**src/design/fsd_pkg.sv**
```systemverilog
// Shared types, constants and the derandomizer sequence function for the frame synchronizer.
package fsd_pkg;

	localparam int unsigned CFG_IDX_W  = 8;
	localparam int unsigned CFG_DATA_W = 32;
	localparam int unsigned CNT_W      = 12;

	localparam logic [31:0] SYNC_MARKER_RST = 32'h1ACF_FC1D;
	localparam logic [7:0]  FRAME_BYTES_RST = 8'd120;
	localparam logic [7:0]  LFSR_SEED       = 8'hFF;

	typedef enum logic [CFG_IDX_W-1:0] {
		REG_SYNC_MARKER = 8'd0,
		REG_FRAME_BYTES = 8'd1
	} reg_idx_t;

	typedef struct packed {
		logic [31:0] sync_marker;
		logic [7:0]  frame_bytes;
	} cfg_t;

	typedef struct packed {
		logic       byte_valid;
		logic [7:0] data_byte;
		logic       last_of_frame;
		logic       sync_found;
		logic       sync_inverted;
	} result_t;

	typedef struct packed {
		logic [7:0] pn_byte;
		logic [7:0] next_state;
	} pn_t;

	// Eight LFSR steps: output bit 0, shift right, feed s7^s5^s3^s0 into bit 7.
	function automatic pn_t pn_step(input logic [7:0] seed);
		logic [7:0] st;
		logic [7:0] ob;
		logic       fb;
		pn_t        r;
		st = seed;
		ob = '0;
		for (int k = 0; k < 8; k++) begin
			fb = st[7] ^ st[5] ^ st[3] ^ st[0];
			ob = {ob[6:0], st[0]};
			st = {fb, st[7:1]};
		end
		r.pn_byte    = ob;
		r.next_state = st;
		return r;
	endfunction

endpackage

```
**src/design/fsd_in_if.sv**
```systemverilog
// Input bit channel: one received bit per transaction.
interface fsd_in_if;
	logic valid;
	logic ready;
	logic rx_bit;

	modport source (output valid, output rx_bit, input ready);
	modport sink   (input valid, input rx_bit, output ready);
endinterface

```
**src/design/fsd_out_if.sv**
```systemverilog
// Result channel: derandomized byte and sync status per transaction.
interface fsd_out_if;
	logic       valid;
	logic       ready;
	logic       byte_valid;
	logic [7:0] data_byte;
	logic       last_of_frame;
	logic       sync_found;
	logic       sync_inverted;

	modport source (output valid, output byte_valid, output data_byte, output last_of_frame,
		output sync_found, output sync_inverted, input ready);
	modport sink   (input valid, input byte_valid, input data_byte, input last_of_frame,
		input sync_found, input sync_inverted, output ready);
endinterface

```
**src/design/fsd_cfg_if.sv**
```systemverilog
// Configuration write channel: register index and write data.
interface fsd_cfg_if;
	logic                            valid;
	logic                            ready;
	logic [fsd_pkg::CFG_IDX_W-1:0]   index;
	logic [fsd_pkg::CFG_DATA_W-1:0]  data;

	modport source (output valid, output index, output data, input ready);
	modport sink   (input valid, input index, input data, output ready);
endinterface

```
**src/design/fsd_cfg_regs.sv**
```systemverilog
// Configuration register file: sync marker and frame length.
module fsd_cfg_regs (
	input  logic          clk,
	input  logic          arst_n,
	fsd_cfg_if.sink       cfg,
	output fsd_pkg::cfg_t cfg_o
);
	import fsd_pkg::*;

	cfg_t regs_q;

	assign cfg.ready = 1'b1;
	assign cfg_o     = regs_q;

	always_ff @(posedge clk or negedge arst_n) begin
		if (!arst_n) begin
			regs_q.sync_marker <= SYNC_MARKER_RST;
			regs_q.frame_bytes <= FRAME_BYTES_RST;
		end else if (cfg.valid && cfg.ready) begin
			case (cfg.index)
				REG_SYNC_MARKER: regs_q.sync_marker <= cfg.data;
				REG_FRAME_BYTES: regs_q.frame_bytes <= cfg.data[7:0];
				default: ;  // unmapped index: write dropped
			endcase
		end
	end

endmodule

```
**src/design/fsd_core.sv**
```systemverilog
// Sync search, lock tracking, byte assembly and derandomization for one bit per step.
module fsd_core #(
	parameter int unsigned MAX_FRAME_BYTES = 255
) (
	input  logic             clk,
	input  logic             arst_n,
	input  fsd_pkg::cfg_t    cfg,
	input  logic             step_en,
	input  logic             rx_bit,
	output fsd_pkg::result_t res,
	output logic             res_valid
);
	import fsd_pkg::*;

	localparam logic [CNT_W-1:0] MAX_BYTES = CNT_W'(MAX_FRAME_BYTES);

	logic [31:0]      window_q;
	logic             locked_q;
	logic             pol_inv_q;
	logic [CNT_W-1:0] cnt_q;
	logic [7:0]       lfsr_q;

	logic [31:0]      window_d;
	logic [CNT_W-1:0] cnt_inc;
	logic [7:0]       limit;
	logic [CNT_W-4:0] byte_idx;
	logic             boundary;
	logic             have_byte;
	logic             drop_lock;
	logic             hit_true;
	logic             hit_inv;
	logic             hit;
	pn_t              pn;

	always_comb begin
		window_d  = {window_q[30:0], rx_bit};
		cnt_inc   = cnt_q + 1'b1;
		limit     = ({4'b0, cfg.frame_bytes} > MAX_BYTES) ? MAX_BYTES[7:0] : cfg.frame_bytes;
		byte_idx  = cnt_inc[CNT_W-1:3];
		boundary  = locked_q && (cnt_inc[2:0] == 3'd0);
		have_byte = boundary && (byte_idx <= {1'b0, limit});
		drop_lock = boundary && !(byte_idx <= {1'b0, limit});
		hit_true  = (window_d == cfg.sync_marker);
		hit_inv   = !hit_true && (window_d == ~cfg.sync_marker);
		hit       = hit_true || hit_inv;
		pn        = pn_step(lfsr_q);

		res.byte_valid    = have_byte;
		res.data_byte     = have_byte ? (window_d[7:0] ^ {8{pol_inv_q}} ^ pn.pn_byte) : 8'h00;
		res.last_of_frame = have_byte && (byte_idx == {1'b0, limit});
		res.sync_found    = hit;
		res.sync_inverted = hit_inv;
		res_valid         = have_byte || hit;
	end

	always_ff @(posedge clk or negedge arst_n) begin
		if (!arst_n) begin
			window_q  <= '0;
			locked_q  <= 1'b0;
			pol_inv_q <= 1'b0;
			cnt_q     <= '0;
			lfsr_q    <= LFSR_SEED;
		end else if (step_en) begin
			window_q <= window_d;
			if (hit) begin
				// marker restarts the frame, even mid-frame
				locked_q  <= 1'b1;
				pol_inv_q <= hit_inv;
				cnt_q     <= '0;
				lfsr_q    <= LFSR_SEED;
			end else begin
				if (drop_lock)
					locked_q <= 1'b0;
				if (locked_q)
					cnt_q <= cnt_inc;
				if (have_byte)
					lfsr_q <= pn.next_state;
			end
		end
	end

endmodule

```
**src/design/frame_sync_derandomizer.sv**
```systemverilog
// Top level of the frame synchronizer and derandomizer: input stage, core and result register.
//
// One received bit enters per din transaction and is shifted into a 32-bit window, oldest bit
// first. A match against the sync_marker register (index 0) or its complement locks the block,
// records the stream polarity and restarts the derandomizer LFSR (x^8 taps 7,5,3,0) at 0xFF.
// While locked, each eighth bit yields one dout transaction carrying the byte, polarity-corrected
// and XORed with the next pseudo-random byte, first received bit in the MSB; the byte numbered
// frame_bytes (index 1, clamped to MAX_FRAME_BYTES) is flagged last_of_frame, and the next byte
// boundary drops lock without output. A bit that completes a marker also produces a dout
// transaction with sync_found set, merged with that bit's byte when both occur. Bits producing
// neither give no transaction. The block accepts one bit every cycle: the whole step (window
// shift, two 32-bit compares, eight LFSR steps) is combinational logic between the input stage
// and the result register, and a result is registered there as its bit leaves the input stage. The
// input keeps flowing while a result waits, until both stages are full and dout is stalled.
// Write configuration only while the block is idle.
module frame_sync_derandomizer #(
	parameter int unsigned MAX_FRAME_BYTES = 255
) (
	input  logic      clk,
	input  logic      arst_n,
	fsd_cfg_if.sink   cfg,
	fsd_in_if.sink    din,
	fsd_out_if.source dout
);
	import fsd_pkg::*;

	cfg_t    cfg_regs;
	result_t core_res;
	logic    core_res_valid;
	logic    advance;

	logic    in_valid_q;
	logic    rx_bit_s1;
	logic    out_valid_q;
	result_t res_q;

	// input stage moves into the core when the result register is free or draining
	assign advance   = in_valid_q && (!out_valid_q || dout.ready);
	assign din.ready = !in_valid_q || advance;

	fsd_cfg_regs u_cfg_regs (
		.clk    (clk),
		.arst_n (arst_n),
		.cfg    (cfg),
		.cfg_o  (cfg_regs)
	);

	fsd_core #(
		.MAX_FRAME_BYTES (MAX_FRAME_BYTES)
	) u_core (
		.clk       (clk),
		.arst_n    (arst_n),
		.cfg       (cfg_regs),
		.step_en   (advance),
		.rx_bit    (rx_bit_s1),
		.res       (core_res),
		.res_valid (core_res_valid)
	);

	always_ff @(posedge clk or negedge arst_n) begin
		if (!arst_n) begin
			in_valid_q <= 1'b0;
		end else if (din.valid && din.ready) begin
			in_valid_q <= 1'b1;
		end else if (advance) begin
			in_valid_q <= 1'b0;
		end
	end

	always_ff @(posedge clk) begin
		if (din.valid && din.ready)
			rx_bit_s1 <= din.rx_bit;
	end

	// result register; a step with no result leaves it empty
	always_ff @(posedge clk or negedge arst_n) begin
		if (!arst_n) begin
			out_valid_q <= 1'b0;
		end else if (advance) begin
			out_valid_q <= core_res_valid;
		end else if (dout.ready) begin
			out_valid_q <= 1'b0;
		end
	end

	always_ff @(posedge clk) begin
		if (advance)
			res_q <= core_res;
	end

	assign dout.valid         = out_valid_q;
	assign dout.byte_valid    = res_q.byte_valid;
	assign dout.data_byte     = res_q.data_byte;
	assign dout.last_of_frame = res_q.last_of_frame;
	assign dout.sync_found    = res_q.sync_found;
	assign dout.sync_inverted = res_q.sync_inverted;

	// a delivered result always carries a byte or a sync hit
	a_res_nonempty: assert property (@(posedge clk) disable iff (!arst_n)
		dout.valid |-> (dout.byte_valid || dout.sync_found))
		else $error("empty result transaction");

	// last flag and inverted flag only ride on their companion flags
	a_flag_deps: assert property (@(posedge clk) disable iff (!arst_n)
		dout.valid |-> ((!dout.last_of_frame || dout.byte_valid) &&
			(!dout.sync_inverted || dout.sync_found)))
		else $error("orphan last_of_frame or sync_inverted");

	// a stalled input stage keeps the input blocked
	a_stall_blocks_in: assert property (@(posedge clk) disable iff (!arst_n)
		(in_valid_q && out_valid_q && !dout.ready) |-> !din.ready)
		else $error("input accepted while both stages full");

	// a core step with a result always lands it in the result register
	a_step_result: assert property (@(posedge clk) disable iff (!arst_n)
		(advance && core_res_valid) |=> out_valid_q)
		else $error("core result lost");

endmodule

```
**src/flat_wrapper.sv**
```systemverilog
// flat-port wrapper written by rule: the top's interface ports become plain ports
module frame_sync_derandomizer_flat import fsd_pkg::*;
#(
	parameter int unsigned MAX_FRAME_BYTES = 255
)
  (clk, arst_n, cfg_valid, cfg_index, cfg_data, cfg_ready, din_valid, din_rx_bit, din_ready, dout_valid, dout_byte_valid, dout_data_byte, dout_last_of_frame, dout_sync_found, dout_sync_inverted, dout_ready);
  fsd_cfg_if cfg_i ();
  fsd_in_if din_i ();
  fsd_out_if dout_i ();
  input  logic clk;
  input  logic arst_n;
  input wire logic [$bits(cfg_i.valid)-1:0] cfg_valid;
  input wire logic [$bits(cfg_i.index)-1:0] cfg_index;
  input wire logic [$bits(cfg_i.data)-1:0] cfg_data;
  output wire logic [$bits(cfg_i.ready)-1:0] cfg_ready;
  input wire logic [$bits(din_i.valid)-1:0] din_valid;
  input wire logic [$bits(din_i.rx_bit)-1:0] din_rx_bit;
  output wire logic [$bits(din_i.ready)-1:0] din_ready;
  output wire logic [$bits(dout_i.valid)-1:0] dout_valid;
  output wire logic [$bits(dout_i.byte_valid)-1:0] dout_byte_valid;
  output wire logic [$bits(dout_i.data_byte)-1:0] dout_data_byte;
  output wire logic [$bits(dout_i.last_of_frame)-1:0] dout_last_of_frame;
  output wire logic [$bits(dout_i.sync_found)-1:0] dout_sync_found;
  output wire logic [$bits(dout_i.sync_inverted)-1:0] dout_sync_inverted;
  input wire logic [$bits(dout_i.ready)-1:0] dout_ready;
  assign cfg_i.valid = cfg_valid;
  assign cfg_i.index = cfg_index;
  assign cfg_i.data = cfg_data;
  assign cfg_ready = cfg_i.ready;
  assign din_i.valid = din_valid;
  assign din_i.rx_bit = din_rx_bit;
  assign din_ready = din_i.ready;
  assign dout_valid = dout_i.valid;
  assign dout_byte_valid = dout_i.byte_valid;
  assign dout_data_byte = dout_i.data_byte;
  assign dout_last_of_frame = dout_i.last_of_frame;
  assign dout_sync_found = dout_i.sync_found;
  assign dout_sync_inverted = dout_i.sync_inverted;
  assign dout_i.ready = dout_ready;
  frame_sync_derandomizer #(.MAX_FRAME_BYTES(MAX_FRAME_BYTES)) u_core (.clk(clk), .arst_n(arst_n), .cfg(cfg_i), .din(din_i), .dout(dout_i));
endmodule
```
**config.mk**
```make
export PLATFORM = sky130hd
export DESIGN_NAME = frame_sync_derandomizer_flat
export DESIGN_NICKNAME = d
export VERILOG_FILES = /design/src/design/fsd_pkg.sv /design/src/design/fsd_in_if.sv /design/src/design/fsd_out_if.sv /design/src/design/fsd_cfg_if.sv /design/src/design/fsd_cfg_regs.sv /design/src/design/fsd_core.sv /design/src/design/frame_sync_derandomizer.sv /design/src/flat_wrapper.sv
export SDC_FILE = /design/constraint.sdc
export NUM_CORES = 1
export LEC_CHECK = 0
export ABC_CLOCK_PERIOD_IN_PS = 2700
export BUFFER_PORTS_ARGS = -buffer_cell sky130_fd_sc_hd__buf_4
export CORE_MARGIN = 8
export CORE_UTILIZATION = 40
export CTS_CLUSTER_SIZE = 28
export DETAILED_ROUTE_END_ITERATION = 10
export PLACE_DENSITY_LB_ADDON = 0.05
export REMOVE_ABC_BUFFERS = 1
export SYNTH_ARGS = -nofsm -noshare
export SYNTH_HDL_FRONTEND = slang
export SYNTH_HIERARCHICAL = 1
export SYNTH_SLANG_ARGS = --single-unit
export TNS_END_PERCENT = 5
```
**constraint.sdc**
```tcl
create_clock -name clk -period 2.7 [get_ports clk]
set_input_delay 0.54 -clock clk [delete_from_list [all_inputs] [get_ports clk]]
set_output_delay 0.54 -clock clk [all_outputs]
set_load 0.02 [all_outputs]
```
# After elaboration in Yosys (flattened, before gate mapping)
# Index checks and enable logic that the tools add are counted.
# op_classes
n_mux	10
shift	0
div_mod_pow	0
addsub	1
bitwise	27
n_reduce_logical	28
magnitude_cmp	1
n_eq_ne	4
mul	0
# ops
operator	count
== test 32 bit	2
NOT 32 bit	1
2-to-1 mux 12 bit	2
bitwise XOR 1 bit	24
2-to-1 mux 8 bit	2
bitwise XOR 8 bit	2
adder 12 x 1 -> 12 bit, second input constant	1
AND reduction 2 bit	6
nonzero test 2 bit	5
== test 9 x 8 -> 1 bit	1
<= comparator 9 x 8 -> 1 bit	1
== test 8 x 1 -> 1 bit, second input constant	1
zero test 8 bit	1
logical AND 1 bit	7
2-to-1 mux 1 bit	6
zero test 1 bit	4
logical OR 1 bit	4
zero test 3 bit	1
# word_totals
word_cells	86
mem_bits_ro	0
latchBits	0
out_inout_bits	15
mem_bits_rw	0
mem_count	0
ff_bits	108
inputBits	46

# Logic depth before layout (Yosys ltp)
# depth
ltp_word	26
depth_mapped	14
mapped_depth_nobuf	13

# Modules after synthesis
# Netlist, hierarchy kept.
# modules_own_cells
mod	instances	cells_per_inst	seq_area_each_um2	area_each_um2
fsd_core	1	303	1336.3	3286.9
fsd_cfg_regs	1	91	1029.7	1596.5
frame_sync_derandomizer	1	22	440.4	496.7

# Worst setup path before layout
# OpenSTA, ideal clock, no wires.
# synth_path
path_kind	register to register
startpoint	reg u_core.u_core.cnt_q[0]
endpoint	reg u_core.u_core.lfsr_q[1]
n_path_buf	1
stages_incl_launch_ff	14
slack_ns	-0.102
arrival_time_ns	2.713
required_time_ns	2.611
synth_period_minus_slack_ns	2.802
setup_ns	0.089
path_cell_list	dfrtp_1 > ha_1 > nand3_1 > nor2_1 > nand3_1 > xnor2_1 > ha_1 > o211a_1 > a211oi_1 > a311oi_1 > or2_2 > buf_2 > o41ai_1 > a21oi_1
# synth_via
elab_chain_cells	6
elab_cells_between_ends	7
classes_between	add/sub (1); order compare (1); reduce/logical (5)
# synth_rtl
item	line_no	source
from (decl)	fsd_core.sv:20	logic [CNT_W-1:0] cnt_q;
from (signal assigned)	fsd_core.sv:75	cnt_q <= cnt_inc;
adder 12 x 1 -> 12 bit *	fsd_core.sv:37	cnt_inc = cnt_q + 1'b1;
parallel branches: the longest is 2 deep, another holds <= comparator 9 x 8 -> 1 bit	-	
logical AND 1 bit *	fsd_core.sv:41	have_byte = boundary && (byte_idx <= {1'b0, limit});
nonzero test 2 bit (no line) *	-	
AND reduction 2 bit (no line) *	-	
to (signal assigned)	fsd_core.sv:77	lfsr_q <= pn.next_state;
to (decl)	fsd_core.sv:21	logic [7:0] lfsr_q;
# Mark *: on every way between the ends.
# A chain may end at the register's enable or synchronous reset.

==> out/results.ini <==
[die]
io_pins = 61
die_area_mm2 = 0.01742
fp.dieW_um = 132.0
die_h_um = 132.0
core_area_mm2 = 0.01319
placementRows = 42
initial_utilization_pct = 40.79

[sta]
maxSlewViolCount = 0
finalHoldViolCount = 0
worst_slew_pin_slew_ps = 804.1
max_freq_ghz = 0.3651
finalClockSkew_ps = 9.331
min_period_over_period_pct = 101.5
holdWs_ps = 200.5
relSlewSlack_pct = 46.07
setup_viol = 7
setup_slack_ps = -39.33
post-route-min-period_ps = 2739
rsz0062_at_grt = yes

[layout]
fillCellCount = 1168
area_delta_synth_final_pct = 22.37
seq_area_mm2 = 0.002806
drive_gt1_share_pct = 46.89
multi_input_area_mm2 = 0.002499
diodes = 0
postLayoutCoreUtil_pct = 49.91
nets = 550
stdcell_area_mm2 = 0.006584

[pwr]
leakagePower_nw = 3.024
ir_worst_vdd_v = 0.0004854
power.total_mw = 5.091
p_per_area_mw_per_mm2 = 773.3

[synthesis]
netlist_area_mm2 = 0.005380
synth_adder_area_share_pct = 2.326
netlist_instances = 416
syn_avg_cell_area_um2 = 12.93
ys_seq_area_share_pct = 52.16
synth_top_area_share_pct = 29.77
ys_types = 53
ys_top_cells_by_area = dfrtp_1 30%, dfstp_2 15%, mux2_2 13%, xor2_1 7.3%, edfxtp_1 7.3%
yosysTopAreaCell = dfrtp_1
yosysWarningCount = 6
ys_top_cells_by_count = 64 x dfrtp_1, 62 x mux2_2, 45 x xor2_1
yosysMostFrequentCell = dfrtp_1
synth_top_family_by_area = multiplexers
synth_compound_area_share_pct = 5.698
yosys.area_share.simple_pct = 9.465
async_flop_share_pct = 87.96
synth-edff-count = 13
synthXorXnorAreaFrac_pct = 11.40
ys.flop_type = dfrtp_1
synthMuxAreaShare_pct = 15.63
ys_ff_latch = 108

[detailed_routing]
drtIter0Drc = 87
via_per_inst = 4.985
ant_nets = 0
totalWireLength_um = 11300
drtPass1Iterations = 4
dr_total_vias = 3365
wl_per_cell_um = 16.74
drc = 0

[clock_tree]
cts_root_buf = clkbuf_16
hold_buffers = 0
ctsLongestPathBuffers = 2
clk_latency_ps = 350
clk_pin_slew_worst_paths_ps = 70
cts_tree = done
cts.sinks = 108
tritoncts.num_buffers = 9
cts_max_level = 3

[global_route]
grt-ovfl-total = 0
antenna_found_initial = 0
first_global_vias = 3652
grt_max_degree = 52
grt.total_usage_pct = 13.60
grt_pass1_wl_um = 18860

[flow_run]
maxCapViolCount = 0

[setup_path]
worstPathRequired_ps = 2980
crit_fanout = 6
worstSetupPathType = flip-flop to flip-flop
crit_path_start_kind = flip-flop
end_kind = flip-flop
critPathArrivalTime_ps = 3010
ff2ff_setup_slack_ps = -40

[placed_design]
hpwl_um = 8485
place_area_mm2 = 0.006160
pre_cts_ws_ps = -253.7
routabilityCongestion = 0.8178
place.port_buffers = 59

[min_path]
hp-class = input pin to asynchronous set/reset pin

[status]
violations = setup timing
status = finished, violations left

==> worst paths after layout <==
path | startpoint | endpoint | depth (start not counted)
worst max register to register | u_core/u_core/cnt_q[1]$_DFFE_PN0P_ | u_core/u_core/lfsr_q[4]$_DFFE_PN1P_ | 13
worst max-delay path | u_core/u_core/cnt_q[1]$_DFFE_PN0P_ | u_core/u_core/lfsr_q[4]$_DFFE_PN1P_ | 13
worst min register to register | u_core/u_cfg_regs/cfg_o[1]$_DFFE_PN0P_ | u_core/u_cfg_regs/cfg_o[1]$_DFFE_PN0P_ | 1
worst min-delay path | arst_n | u_core/u_core/cnt_q[8]$_DFFE_PN0P_ | 1
min in group clk | din_rx_bit | u_core/rx_bit_s1$_DFFE_PP_ | 1
max in group asynchronous | arst_n | u_core/u_cfg_regs/cfg_o[18]$_DFFE_PN1P_ | 2
==> cells in the final DEF (no fill, tap or decap), types with 2 or more instances in the layout <==
cell       Yosys  layout
inv_4          0       2
nand4_1       13      13
or3_1          2       2
buf_6          2       2
mux2_1         2       2
nor2_2         0       2
nor3_1         7       7
a21oi_1        2       2
buf_12         0       3
mux2_4         8       8
a2bb2oi_1      6       6
buf_4          7      84
dfrtp_1       64      64
nand3_1        9       5
inv_1         12      11
dfstp_2       31      31
or4_1          2       2
nand3_2        0       4
xnor2_1       25      21
xor2_1        45      45
clkbuf_16      0       9
o31ai_1        3       3
ha_1          10       9
nor4_1         7       7
xnor2_2        0       4
a22o_1        10      10
nand2b_1       2       2
edfxtp_1      13      13
mux2_2        62      62
o211a_1        2       2
nor2_1        17      14
nand2_1       13      13
==> layout make-up <==
class,instances,share of cell area (%)
clock buffer,11,3.687
clock inverter,5,0.8742
inverter,12,0.6842
multi-input combinational,274,37.95
sequential,108,42.63
tap,176,3.345
timing repair buffer,89,10.83
==> layer usage <==
metal  share of wire (%)  track usage (%)  up-vias
met5                   0                0        -
met4                0.88            3.255        0
met1                  43            15.69     1674
li1                    -                -     1638
met3                 3.8            4.497        7
met2                  52            23.79       46
==> worst max-delay path, cell delays in order (launching register included) <==
cell	delay [ps]
dfrtp_1	360
buf_4	120
nand4_1	130
nor2_2	160
nand3_2	110
xnor2_2	170
ha_1	330
o211a_1	170
a211oi_2	40
a311oi_2	350
or2_4	230
inv_2	40
o31a_4	310
a2bb2oi_1	140
==> registers in the layout (all words and copies together), names as in the netlist <==
register / cells
u_core/dout.valid: 1
u_core/dout.sync_found: 1
u_core/dout.data_byte: 8
u_core/u_core/locked_q: 1
u_core/dout.last_of_frame: 1
u_core/dout.byte_valid: 1
u_core/in_valid_q: 1
u_core/u_core/pol_inv_q: 1
u_core/u_core/lfsr_q: 8
u_core/u_cfg_regs/cfg_o: 40
u_core/u_core/window_q: 31
u_core/rx_bit_s1: 1
u_core/u_core/cnt_q: 12
u_core/dout.sync_inverted: 1
==> cells by family (layout without fill, tap and decap cells) <==
kind of cell               count (synthesis)  count (layout)
DFF                                      108             108
and+or+nand+nor                           86              86
muxes                                     72              72
xor gates and xnor gates                  70              70
AOI/OAI and AO/OA                         35              35
buffers and inverters                     34             117
adders and majority gates                 10              10
other                                      1               1
==> power breakdown <==
part	internal, mW	leakage (nW)	switching (mW)
registers	2.01	1.28	0.350
logic	0.759	1.59	0.643
clock network	0.749	0.150	0.577
==> through the flow <==
step | instances | setup TNS, ps
after floorplan | 394 | -7370
after global placement | 656 | -1084
after detailed placement | 656 | -2321
after CTS | 675 | -102.1
after global routing | 675 | -1531
final | 675 | -243.5
==> repair_timing <==
| item | in CTS | in global routing |
|---|---|---|
| pin swaps | 11 | 2 |
| buffers inserted | 3 | 0 |
| setup endpoints to repair | 18 | 18 |
| resized for setup | 18 | 3 |
| gates cloned | 0 | 0 |
(Power assumes the default switching activity.)
